--- src/sv/assert_macros.svh ---
// Assertion helpers shared by the histogram modules.
`ifndef ASSERT_MACROS_SVH
`define ASSERT_MACROS_SVH

// Check the consequent in the same cycle as the antecedent.
`define CSH_ASSERT_NOW(lbl, clk, rst_n, ante, cons) \
	lbl: assert property (@(posedge clk) disable iff (!rst_n) (ante) |-> (cons)) \
		else $error("%m: same-cycle check failed");

// Check the consequent in the cycle after the antecedent.
`define CSH_ASSERT_NEXT(lbl, clk, rst_n, ante, cons) \
	lbl: assert property (@(posedge clk) disable iff (!rst_n) (ante) |=> (cons)) \
		else $error("%m: next-cycle check failed");

`endif

--- src/sv/csh_pkg.sv ---
`timescale 1ns / 1ps

package csh_pkg;

	// Field widths of the request, response and register port
	localparam int SAMPLE_W    = 16;
	localparam int INDEX_W     = 8;
	localparam int COUNT_OUT_W = 32;
	localparam int ACTIVE_W    = 9;
	localparam int CFG_DATA_W  = 9;
	localparam int CFG_INDEX_W = 2;
	localparam int REQ_W       = 2;

	// Request codes
	localparam logic [REQ_W-1:0] REQ_ADD   = 2'd0;
	localparam logic [REQ_W-1:0] REQ_READ  = 2'd1;
	localparam logic [REQ_W-1:0] REQ_CLEAR = 2'd2;

	// Register indexes
	localparam logic [CFG_INDEX_W-1:0] CFG_MODE   = 2'd0;
	localparam logic [CFG_INDEX_W-1:0] CFG_ACTIVE = 2'd1;
	localparam logic [CFG_INDEX_W-1:0] CFG_BASE   = 2'd2;

	localparam logic [ACTIVE_W-1:0] ACTIVE_RESET = 9'd256;

	// Controller to datapath commands
	typedef struct packed {
		logic latch;      // capture request fields
		logic fetch;      // read bin count into read register
		logic write_inc;  // write back saturated increment
		logic clr_write;  // zero one bin of the clear sweep
		logic clr_prev;   // forget the previous sample
		logic prev_upd;   // record the current sample as previous
		logic load_out;   // load the response register
	} csh_cmd_t;

	// Datapath to controller status
	typedef struct packed {
		logic hit;        // current sample gets counted
		logic clr_last;   // sweep is at the last bin
		logic out_free;   // response register can take a new beat
	} csh_stat_t;

endpackage

--- src/sv/csh_ctrl.sv ---
`timescale 1ns / 1ps
`include "assert_macros.svh"

module csh_ctrl import csh_pkg::*; (
	input  logic             clk,
	input  logic             arst_n,
	input  logic             req_valid,
	input  logic [REQ_W-1:0] req_type,
	output logic             req_ready,
	input  csh_stat_t        status,
	output csh_cmd_t         cmd
);

	typedef enum logic [5:0] {
		ST_CLR       = 6'b000001,
		ST_IDLE      = 6'b000010,
		ST_ADD_FETCH = 6'b000100,
		ST_ADD_WRITE = 6'b001000,
		ST_RD_FETCH  = 6'b010000,
		ST_RD_LOAD   = 6'b100000
	} csh_state_t;

	csh_state_t state_q;
	csh_state_t state_d;

	// Sequence adds through fetch and update, reads through fetch and response, clears through the sweep
	always_comb begin
		state_d   = state_q;
		cmd       = '0;
		req_ready = 1'b0;
		unique case (state_q)
			ST_CLR: begin
				cmd.clr_write = 1'b1;
				if (status.clr_last) begin
					state_d = ST_IDLE;
				end
			end
			ST_IDLE: begin
				req_ready = 1'b1;
				if (req_valid) begin
					cmd.latch = 1'b1;
					unique case (req_type)
						REQ_ADD:  state_d = ST_ADD_FETCH;
						REQ_READ: state_d = ST_RD_FETCH;
						REQ_CLEAR: begin
							cmd.clr_prev = 1'b1;
							state_d      = ST_CLR;
						end
						default: ;
					endcase
				end
			end
			ST_ADD_FETCH: begin
				cmd.fetch    = 1'b1;
				cmd.prev_upd = 1'b1;
				state_d      = status.hit ? ST_ADD_WRITE : ST_IDLE;
			end
			ST_ADD_WRITE: begin
				cmd.write_inc = 1'b1;
				state_d       = ST_IDLE;
			end
			ST_RD_FETCH: begin
				cmd.fetch = 1'b1;
				state_d   = ST_RD_LOAD;
			end
			ST_RD_LOAD: begin
				if (status.out_free) begin
					cmd.load_out = 1'b1;
					state_d      = ST_IDLE;
				end
			end
			default: state_d = ST_IDLE;
		endcase
	end

	// Start in the clear sweep so every bin reads zero
	always_ff @(posedge clk or negedge arst_n) begin
		if (!arst_n) begin
			state_q <= ST_CLR;
		end else begin
			state_q <= state_d;
		end
	end

	`CSH_ASSERT_NOW(a_no_write_when_ready, clk, arst_n, req_ready, !cmd.clr_write && !cmd.write_inc)
	`CSH_ASSERT_NOW(a_load_when_free, clk, arst_n, cmd.load_out, status.out_free)

endmodule

--- config.mk ---
export PLATFORM = sky130hd
export DESIGN_NAME = csh_ctrl
export DESIGN_NICKNAME = d
export VERILOG_FILES = /design/src/sv/csh_pkg.sv /design/src/sv/csh_ctrl.sv
export VERILOG_INCLUDE_DIRS = /design/src /design/src/sv
export SDC_FILE = /design/constraint.sdc
export NUM_CORES = 1
export LEC_CHECK = 0
export BUFFER_PORTS_ARGS = -buffer_cell sky130_fd_sc_hd__buf_2
export CAP_MARGIN = 20
export CORE_MARGIN = 1
export CORE_UTILIZATION = 30
export CTS_CLUSTER_DIAMETER = 150
export CTS_CLUSTER_SIZE = 40
export DETAILED_ROUTE_END_ITERATION = 10
export MAX_ROUTING_LAYER = met4
export PLACE_DENSITY = 0.63
export RECOVER_POWER = 100
export SLEW_MARGIN = 25
export SYNTH_ARGS = -nofsm -noshare
export SYNTH_HDL_FRONTEND = slang
export SYNTH_SLANG_ARGS = --single-unit
--- constraint.sdc ---
create_clock -name clk -period 2.3 [get_ports clk]
set_clock_uncertainty 0.15 [all_clocks]
set_input_delay 0.115 -clock clk [delete_from_list [all_inputs] [get_ports clk]]
set_output_delay 0.115 -clock clk [all_outputs]
set_load 0.05 [all_outputs]
### Word level (Yosys, flattened, before mapping)

Cells that the tools add are included.
Widths: inputs -> output; s select.

| word-level totals | value |
|---|---|
| input port bits | 8 |
| register bits after elaboration | 6 |
| output and inout port bits | 8 |
| word-level logic and storage cells | 34 |

| operators by class | value |
|---|---|
| muxes and demuxes | 18 |
| equality and inequality tests | 12 |
| reduce and logical (&&, ||, !) cells | 3 |

Operator list:

| operator | number |
|---|---|
| $pmux 6 s5 | 1 |
| $mux 6 | 3 |
| $pmux 6 s3 | 1 |
| $mux 1 | 12 |
| $eq 6x1->1 const B | 1 |
| $eq 6x2->1 const B | 1 |
| $eq 6x3->1 const B | 1 |
| $eq 6x4->1 const B | 1 |
| $eq 6x5->1 const B | 1 |
| $eq 6x6->1 const B | 1 |
| $ne 2x2->1 const B | 3 |
| $mux 4 | 1 |
| $ne 4x1->1 const B | 1 |
| $reduce_and 4->1 | 1 |
| $eq 2x1->1 const B | 1 |
| $eq 2x2->1 const B | 1 |
| $logic_not 2->1 | 1 |
| $reduce_or 2->1 | 1 |

### Longest topological paths before layout

Gate-level depths: netlist (run 1).

| depth | value |
|---|---|
| depth in word-level cells | 4 |
| gate-level depth with buffers | 5 |
| gate-level depth less buffers | 5 |

### Worst setup path before layout (run 1)

OpenSTA, ideal clock, no wires.

| path | value |
|---|---|
| path type | register -> register |
| from | reg state_q[1] |
| to | reg state_q[3] |
| cell stages (with the launch flop) | 4 |
| buffers on the path | 0 |
| path slack | -464 ps |
| period minus slack after synthesis | 2,764 ps |
| required time | 2,078 ps |
| arrival | 2,542 ps |
| setup time | 72 ps |
| cell sequence | dfrtp_1 or4_2 nor3b_1 and2_1 |

| on the way | value |
|---|---|
| cells in the longest elaborated chain, start to end | 3 |
| elaborated cells between the ends (all ways) | 11 |
| those cells by class | eq/ne: 9; mux: 1; reduce/logical: 1 |

Ends and longest elaborated chain:

| what | line | text |
|---|---|---|
| start: declaration | csh_ctrl.sv:23 | `csh_state_t state_q;` |
| start signal: assignment | csh_ctrl.sv:81 | `state_q <= state_d;` |
| $eq 6x2->1 (tied with other cells) | csh_ctrl.sv:31 | `unique case (state_q)` |
| $ne 4x1->1 (no line) / $ne 2x2->1 (equally long branches) | -- |  |
| $reduce_and 4->1 (no line) | -- |  |

Parallel ways exist; a longest one is shown, timed or not.
A chain may end at the register's enable or synchronous reset.

==> flow_metrics.py, run 1 <==
metrics = {
    "run_status": {
        "status": "completed",
    },
    "synth": {
        "yosysWarnings": 0,
        "ys_seq_area_frac": 0.332,
        "synth_top_area_cell": "dfrtp_1",
        "async_reset_ff_frac": 1.00,
        "avgSynthCellArea_um2": 9.90,
        "synth_cells": 46,
        "yosysMostFrequentCell": "nor2_1",
        "ys_ff_latch": 6,
        "synthFlopType": "dfrtp_1",
        "synth_top_area_share": 0.275,
        "syn_nets": 58,
        "synth_area_leaders": "dfrtp_1 (27%), ha_1 (11%), nor3b_1 (6.6%)",
        "synth-edff-count": 0,
        "ys_types": 26,
        "synth.top_cells.by_count": "nor2_1 (6), dfrtp_1 (5), ha_1 (4), nor3b_1 (4)",
        "syn-cell-area_um2": 455,
    },
    "timing": {
        "rsz0062_at_grt": "no",
        "fmax_mhz": 450,
        "period_needed_ns": 2.22,
        "finalCritPeriodShare": 0.967,
        "relSlewSlack": 0.786,
        "hold_viol_final": 0,
        "layout_setup_ws_ns": 0.0758,
        "setup_viol": 0,
        "fin_tns_setup_ns": 0,
        "finalMaxSlewViolations": 0,
        "worstMarginPinSlew_ns": 0.320,
    },
    "worst_setup_path": {
        "cp_max_fo": 6,
        "crit_type": "flop to output pin",
        "required_ns": 2.04,
        "crit_end": "cmd[1]",
        "r2r_setup_slack_ns": 0.31,
        "cp-startpoint": "state_q[1]",
        "r2r_cells": 4,
        "end_kind": "output pin",
        "r2r_start": "state_q[5]",
        "cp-start-kind": "flop",
        "r2r_end": "state_q[1]",
        "critical_path_arrival_ns": 1.96,
    },
    "floorplan": {
        "io_pins": 16,
        "die_w_um": 41.0,
        "die_y_um": 41.0,
        "die_area_um2": 1680,
        "core_um2": 1350,
        "initial_core_util": 0.337,
        "rows": 13,
    },
    "layout": {
        "fin_util": 0.451,
        "fill_cells": 139,
        "largest_reg_flops": 6,
        "diodes": 0,
        "fin_nets": 81,
        "regMostFlops": "state_q",
        "reg.largest.list": "state_q: 6 flops",
        "layout-drive-gt1-share": 0.412,
        "finish.instance_area_um2": 609,
        "area_delta_synth_final_pct": 33.8,
    },
    "clocking": {
        "h-tree-depth": 1,
        "clk_latency_ns": 0.25,
        "cts_setup_buffers": 0,
        "tritoncts": "yes",
        "cts_buffers": 3,
        "clockBufferDepth": 2,
        "cts.sinks": 6,
        "path_clk_slew_ns": 0.04,
        "cts_root_buf": "clkbuf_4",
    },
    "grt": {
        "grt_pass1_wl_mm": 1.56,
        "grtUsageTotal": 0.154,
        "antenna_found_initial": 0,
        "grt_overflow": 0,
        "first_global_vias": 393,
        "grt_max_degree": 10,
    },
    "route": {
        "wl_met1_um": 435,
        "first_iter_violations": 7,
        "dr_wl_met2_um": 409,
        "drtAntennaViolNets": 0,
        "drt_first_pass_iters": 4,
        "via_per_inst": 5.02,
        "highest_layer": "met4",
        "drc": 0,
        "wl_um": 937,
        "vias": 417,
        "wire_per_inst_um": 11.3,
        "route.met3.wl_um": 77,
    },
    "worst_hold_path": {
        "worst_hold_path_type": "input pin to flop",
    },
    "power_and_ir_drop": {
        "fin_total_pwr_mw": 0.520,
        "p_leak_nw": 0.295,
        "ir_drop_uv": 538,
        "p_per_area_nw_per_um2": 853,
    },
    "placement": {
        "place_area_um2": 568,
        "port_buffers": 15,
        "place_hpwl_um": 749,
        "gp_congestion": 0.695,
        "place_ws_ns": 0.352,
    },
    "flow_run": {
        "maxCapViolCount": 0,
    },
}
-- final cells by class --
cell class	count	area, um^2	share of cell area
clock buffers	4	26.3	0.0431
inverters	2	7.51	0.0123
well taps	15	18.8	0.0308
flip-flops and latches	6	151	0.248
multi-input cells	37	294	0.483
repair buffers	19	111	0.183
-- worst max-delay path, cell delays in order (launching register included) --
cell and delay [ns]:
dfrtp_1 0.43, or4_2 0.72, nor3b_1 0.26, buf_2 0.30
-- layer usage --
layer	vias up	global-route usage
met1	188	0.161
met2	17	0.246
met3	2	0.0652
li1	210	-
met5	-	-
met4	0	0.0750
-- through the flow --
step / hold slack (ns) / instances
final: 0.0486 / 83
after global routing: 0.0641 / 83
after CTS: 0.0354 / 83
after detailed placement: -0.207 / 76
after global placement: -0.206 / 76
after floorplan: -0.331 / 46
-- logic make-up (layout without fill, tap and decap cells) --
| family | after synthesis | after routing | share of synthesized area |
|---|---|---|---|
| compound gates | 4 | 4 | 0.0907 |
| xor+xnor | 1 | 1 | 0.0192 |
| fa+ha+maj | 4 | 4 | 0.110 |
| buf+inv | 3 | 25 | 0.0412 |
| flops | 6 | 6 | 0.332 |
| mux | 1 | 1 | 0.0220 |
| simple gates | 27 | 27 | 0.385 |
-- timing repair --
| action | in CTS | in global routing |
|---|---|---|
| hold buffers | 3 | 0 |
| resized for setup | 0 | 0 |
| hold endpoints to repair | 8 | 0 |
-- power breakdown --
part           leakage, nW  internal (mW)  switching [mW]
Combinational        0.204         0.0965           0.171
Sequential          0.0765          0.123          0.0241
Clock               0.0150         0.0658          0.0395
-- how the worst min path moves through the flow --
stage                       to  slack, ns  cells past startpoint      start
CTS                 state_q[1]       0.04                      3  status[0]
finish              state_q[1]       0.05                      3  status[0]
detailed placement  state_q[1]      -0.21                      1     arst_n
floorplan           state_q[1]      -0.33                      0     arst_n
global placement    state_q[1]      -0.21                      1     arst_n
global route        state_q[1]       0.06                      3  status[0]
-- layout by cell type (no fill, tap or decap), types with 2 or more instances in the layout --
master,netlist,final
clkbuf_4,0,3
nand2_1,2,2
nor2_1,6,5
dlygate4sd3_1,0,3
and2_1,2,2
nor3b_2,0,2
clkbuf_1,0,2
nand2b_1,2,2
nor3b_1,4,2
inv_1,2,2
ha_1,4,4
and3_1,2,2
clkbuf_2,0,6
dfrtp_1,5,5
buf_2,0,8
(Power assumes the default switching activity.)
==> inputs of run 2 (changes only) <==
--- a/config.mk
+++ b/config.mk
@@ -13,6 +13,7 @@
 export CTS_CLUSTER_DIAMETER = 150
 export CTS_CLUSTER_SIZE = 40
 export DETAILED_ROUTE_END_ITERATION = 10
+export HOLD_SLACK_MARGIN = 0.15
 export MAX_ROUTING_LAYER = met4
 export PLACE_DENSITY = 0.63
 export RECOVER_POWER = 100
==> flow_metrics.py, run 2 (synthesis results as in run 1) <==
metrics = {
    "placement": {
        "port_buffers": 15,
        "place_area_um2": 568,
        "gp_congestion": 0.695,
        "place_hpwl_um": 749,
    },
    "floorplan": {
        "io_pins": 16,
        "initial_core_util": 0.337,
        "die_w_um": 41.0,
        "rows": 13,
        "core_um2": 1350,
        "die_y_um": 41.0,
        "die_area_um2": 1680,
    },
    "power_and_ir_drop": {
        "p_per_area_nw_per_um2": 802,
        "p_leak_nw": 0.318,
        "ir_drop_uv": 539,
    },
    "worst_setup_path": {
        "r2r_cells": 5,
        "crit_end": "cmd[1]",
        "r2r_start": "state_q[5]",
        "r2r_setup_slack_ns": 0.24,
        "crit_chain": "or4_2 > nor3b_1 > buf_2",
        "cp-startpoint": "state_q[1]",
        "r2r_end": "state_q[2]",
        "worstSetupPathDepth": 3,
        "cp-start-kind": "flop",
        "critical_path_arrival_ns": 1.96,
        "max_stage_delay_ns": 0.72,
        "end_kind": "output pin",
        "cp_max_fo": 6,
        "cp_top_family": "simple AND/OR/NAND/NOR gates",
        "crit_type": "flop to output pin",
        "critPathBufInv": 1,
        "required_ns": 2.04,
        "cpMaxStageDelayCell": "or4_2",
    },
    "layout": {
        "largest_reg_flops": 6,
        "diodes": 0,
        "finish.instance_area_um2": 659,
        "regMostFlops": "state_q",
        "final_cell_mix": "dlygate4sd3_1 (8), buf_2 (8), clkbuf_2 (6)",
        "layout-drive-gt1-share": 0.384,
        "fin_nets": 86,
        "area_delta_synth_final_pct": 44.8,
        "reg.largest.list": "state_q: 6 flops",
    },
    "worst_hold_path": {
        "holdPathStages": 4,
        "worst_hold_path_type": "input pin to flop",
    },
    "timing": {
        "setup_viol": 0,
        "worstMarginPinSlew_ns": 0.291,
        "period_needed_ns": 2.22,
        "finalMaxSlewViolations": 0,
        "hold_viol_final": 0,
        "fin_tns_setup_ns": 0,
        "rsz0062_at_grt": "no",
        "fmax_mhz": 450,
        "finalCritPeriodShare": 0.967,
        "relSlewSlack": 0.804,
    },
    "clocking": {
        "cts_buffers": 3,
        "postCtsHoldBufs": 8,
        "clk_latency_ns": 0.25,
        "h-tree-depth": 1,
        "tritoncts": "yes",
        "cts_resized": 0,
        "path_clk_slew_ns": 0.05,
        "cts_root_buf": "clkbuf_4",
        "cts_setup_buffers": 0,
        "cts.sinks": 6,
        "clockBufferDepth": 2,
    },
    "route": {
        "wl_met1_um": 459,
        "highest_layer": "met4",
        "vias": 438,
        "via_per_inst": 4.98,
        "drc": 0,
        "wire_per_inst_um": 11.2,
        "route.met3.wl_um": 69,
        "first_iter_violations": 7,
        "drt_first_pass_iters": 4,
        "dr_wl_met2_um": 445,
        "wl_um": 989,
        "drtAntennaViolNets": 0,
    },
    "grt": {
        "first_global_vias": 423,
        "grt_pass1_wl_mm": 1.64,
        "antenna_found_initial": 0,
        "grtUsageTotal": 0.161,
        "grt_overflow": 0,
        "grt_max_degree": 10,
    },
    "flow_run": {
        "maxCapViolCount": 0,
    },
    "run_status": {
        "status": "completed",
    },
}
==> run 2: cell count changes in the layout (fill, tap and decap cells not counted), sizes merged <==
cell / previous run / this run
dlygate4sd3: 3 / 8
==> run 2: layout make-up <==
type,instances,area (um^2)
Tap cell,15,18.8
Inverter,2,7.51
Timing Repair Buffer,24,161
Fill cell,137,691
Sequential cell,6,151
Multi-Input combinational cell,37,294
Clock buffer,4,26.3
==> run 2: stage by stage <==
stage,setup WS (ns),hold slack [ns],utilization,total power [mW],std cells
after floorplan,0.0149,-0.331,-,0.362,46
final,0.0760,0.202,0.488,0.529,88
after global placement,0.371,-0.206,0.421,0.418,76
after CTS,0.115,0.187,0.500,0.538,88
after global routing,0.0333,0.237,0.488,0.567,88
after detailed placement,0.352,-0.207,0.421,0.416,76
==> run 2: worst min-delay path by stage <==
stage                  to  slack (ns)        start
6_report       state_q[4]        0.20  req_type[1]
5_1_grt        state_q[4]        0.24  req_type[1]
4_1_cts        state_q[0]        0.19       arst_n
3_5_place_dp   state_q[1]       -0.21       arst_n
3_3_place_gp   state_q[1]       -0.21       arst_n
2_1_floorplan  state_q[1]       -0.33       arst_n
==> run 2: layer usage <==
metal  vias to the layer above  GRT usage
met1                       197      0.164
li1                        221          -
met5                         -          -
met4                         0     0.0750
met3                         2     0.0652
met2                        18      0.266
==> run 2: worst reg2reg max path, delay by kind of cell, from the launching register on <==
kind	cells	cell delay (ns)
buf+inv	1	0.54
simple gates	4	0.90
flops	1	0.41
==> run 2: power breakdown <==
part | internal (mW) | total (mW) | switching (mW)
Clock | 0.0658 | 0.106 | 0.0397
Sequential | 0.123 | 0.147 | 0.0240
Combinational | 0.104 | 0.276 | 0.173
Total | 0.292 | 0.529 | 0.236
==> inputs of run 3 (changes only) <==
--- a/config.mk
+++ b/config.mk
@@ -17,6 +17,7 @@
 export MAX_ROUTING_LAYER = met4
 export PLACE_DENSITY = 0.63
 export RECOVER_POWER = 100
+export REMOVE_ABC_BUFFERS = 1
 export SLEW_MARGIN = 25
 export SYNTH_ARGS = -nofsm -noshare
 export SYNTH_HDL_FRONTEND = slang
==> flow_metrics.py, run 3 (synthesis results as in run 1) <==
metrics = {
    "worst_setup_path": {
        "r2r_end": "state_q[2]",
        "r2r_cells": 5,
        "r2r_setup_slack_ns": 0.20,
        "crit_chain": "or4_4 > nor2_2 > and3_1 > clkbuf_2",
        "critical_path_arrival_ns": 1.93,
        "critPathBufInv": 1,
        "crit_type": "flop to output pin",
        "end_kind": "output pin",
        "cpMaxStageDelayCell": "or4_4",
        "cp-start-kind": "flop",
        "max_stage_delay_ns": 0.58,
        "r2r_start": "state_q[5]",
        "cp_top_family": "simple AND/OR/NAND/NOR gates",
        "cp_max_fo": 5,
        "required_ns": 2.04,
    },
    "route": {
        "wl_mm": 1.01,
        "wire_per_inst_um": 11.4,
        "vias": 429,
        "drt_first_pass_iters": 3,
        "drtAntennaViolNets": 0,
        "first_iter_violations": 4,
        "drc": 0,
        "via_per_inst": 4.88,
    },
    "clocking": {
        "clk_latency_ns": 0.26,
        "cts_root_buf": "clkbuf_4",
        "cts.sinks": 6,
        "h-tree-depth": 1,
        "path_clk_slew_ns": 0.05,
        "cts_setup_buffers": 0,
        "clockBufferDepth": 2,
        "tritoncts": "yes",
        "cts_buffers": 3,
    },
    "worst_hold_path": {
        "worst_hold_path_type": "input pin to async pin",
    },
    "power_and_ir_drop": {
        "ir_drop_uv": 422,
        "fin_total_pwr_mw": 0.523,
        "p_leak_nw": 0.315,
        "p_per_area_nw_per_um2": 802,
    },
    "layout": {
        "fill_cells": 132,
        "fin_util": 0.483,
        "fin_cells": 88,
        "reg.largest.list": "state_q: 6 flops",
        "final_cell_mix": "dlygate4sd3_1 (8), clkbuf_2 (7), buf_2 (6)",
        "fin_nets": 86,
        "diodes": 0,
        "largest_reg_flops": 6,
        "regArea_um2": 151,
        "regMostFlops": "state_q",
        "layout-drive-gt1-share": 0.370,
        "area_delta_synth_final_pct": 43.1,
        "finish.instance_area_um2": 652,
        "multi_input_area_um2": 284,
        "final_common_cell": "dlygate4sd3_1",
    },
    "timing": {
        "layout_setup_ws_ns": 0.106,
        "fmax_mhz": 456,
        "relSlewSlack": 0.788,
        "finalCritPeriodShare": 0.954,
        "hold_viol_final": 0,
        "worstMarginPinSlew_ns": 0.314,
        "setup_viol": 0,
        "period_needed_ns": 2.19,
        "rsz0062_at_grt": "no",
        "finalMaxSlewViolations": 0,
        "hold_ws_ns": 0.198,
        "fin_tns_setup_ns": 0,
    },
    "placement": {
        "place_hpwl_um": 744,
        "place_area_um2": 546,
        "placed_cells": 76,
        "gp_congestion": 0.725,
        "place_ws_ns": 0.319,
        "port_buffers": 15,
    },
    "grt": {
        "grt_pass1_wl_mm": 1.70,
        "grt_max_degree": 10,
        "grt_overflow": 0,
        "grtUsageTotal": 0.170,
        "first_global_vias": 410,
        "antenna_found_initial": 0,
    },
    "floorplan": {
        "die_w_um": 41.0,
        "io_pins": 16,
        "rows": 13,
        "die_area_um2": 1680,
        "core_um2": 1350,
        "initial_core_util": 0.337,
        "die_y_um": 41.0,
    },
    "flow_run": {
        "maxCapViolCount": 0,
    },
    "run_status": {
        "status": "completed",
    },
}
[run 3: changes by cell type in the layout (fill, tap and decap cells not counted), sizes merged]
cell	change
buf	-1
clkbuf	+1
[run 3: worst reg2reg max path, cell delays in order (launching register included)]
cell           delay [ns]
dfrtp_1              0.41
or4_4                0.58
nor2_2               0.21
nand2_1              0.07
nor2_1               0.07
dlygate4sd3_1        0.54
[run 3: per-layer routing]
layer | GRT usage | part of all wire | wire length [um] | vias to the layer above
met5 | - | 0 | 0 | -
met4 | 0.150 | 0.027 | 27 | 0
met3 | 0.0326 | 0.047 | 47 | 4
met2 | 0.266 | 0.49 | 490 | 14
met1 | 0.181 | 0.44 | 441 | 192
li1 | - | - | - | 219
[run 3: how the worst max path moves through the flow]
stage / from / endpoint / depth (start not counted)
finish: state_q[5] / cmd[2] / 4
global route: state_q[5] / cmd[2] / 4
CTS: state_q[5] / cmd[2] / 4
detailed placement: state_q[5] / cmd[2] / 4
global placement: state_q[5] / cmd[2] / 4
floorplan: state_q[1] / state_q[3] / 3
[run 3: power by group]
| group | total, mW | internal, mW | switching, mW |
|---|---|---|---|
| Sequential | 0.145 | 0.123 | 0.0221 |
| Clock | 0.109 | 0.0660 | 0.0431 |
| Combinational | 0.269 | 0.100 | 0.168 |
| Total | 0.523 | 0.289 | 0.234 |
[run 3: layout make-up]
cell class,count,area share
Clock buffer,4,0.0403
Inverter,2,0.0115
Multi-Input combinational cell,37,0.436
Sequential cell,6,0.232
Tap cell,15,0.0288
Timing Repair Buffer,24,0.251
[run 3: repair_timing]
item | in CTS | in global routing
resized for setup | 0 | 3
hold endpoints to repair | 12 | 0
hold buffers | 8 | 0
endpoints found under the setup margin | 0 | 2
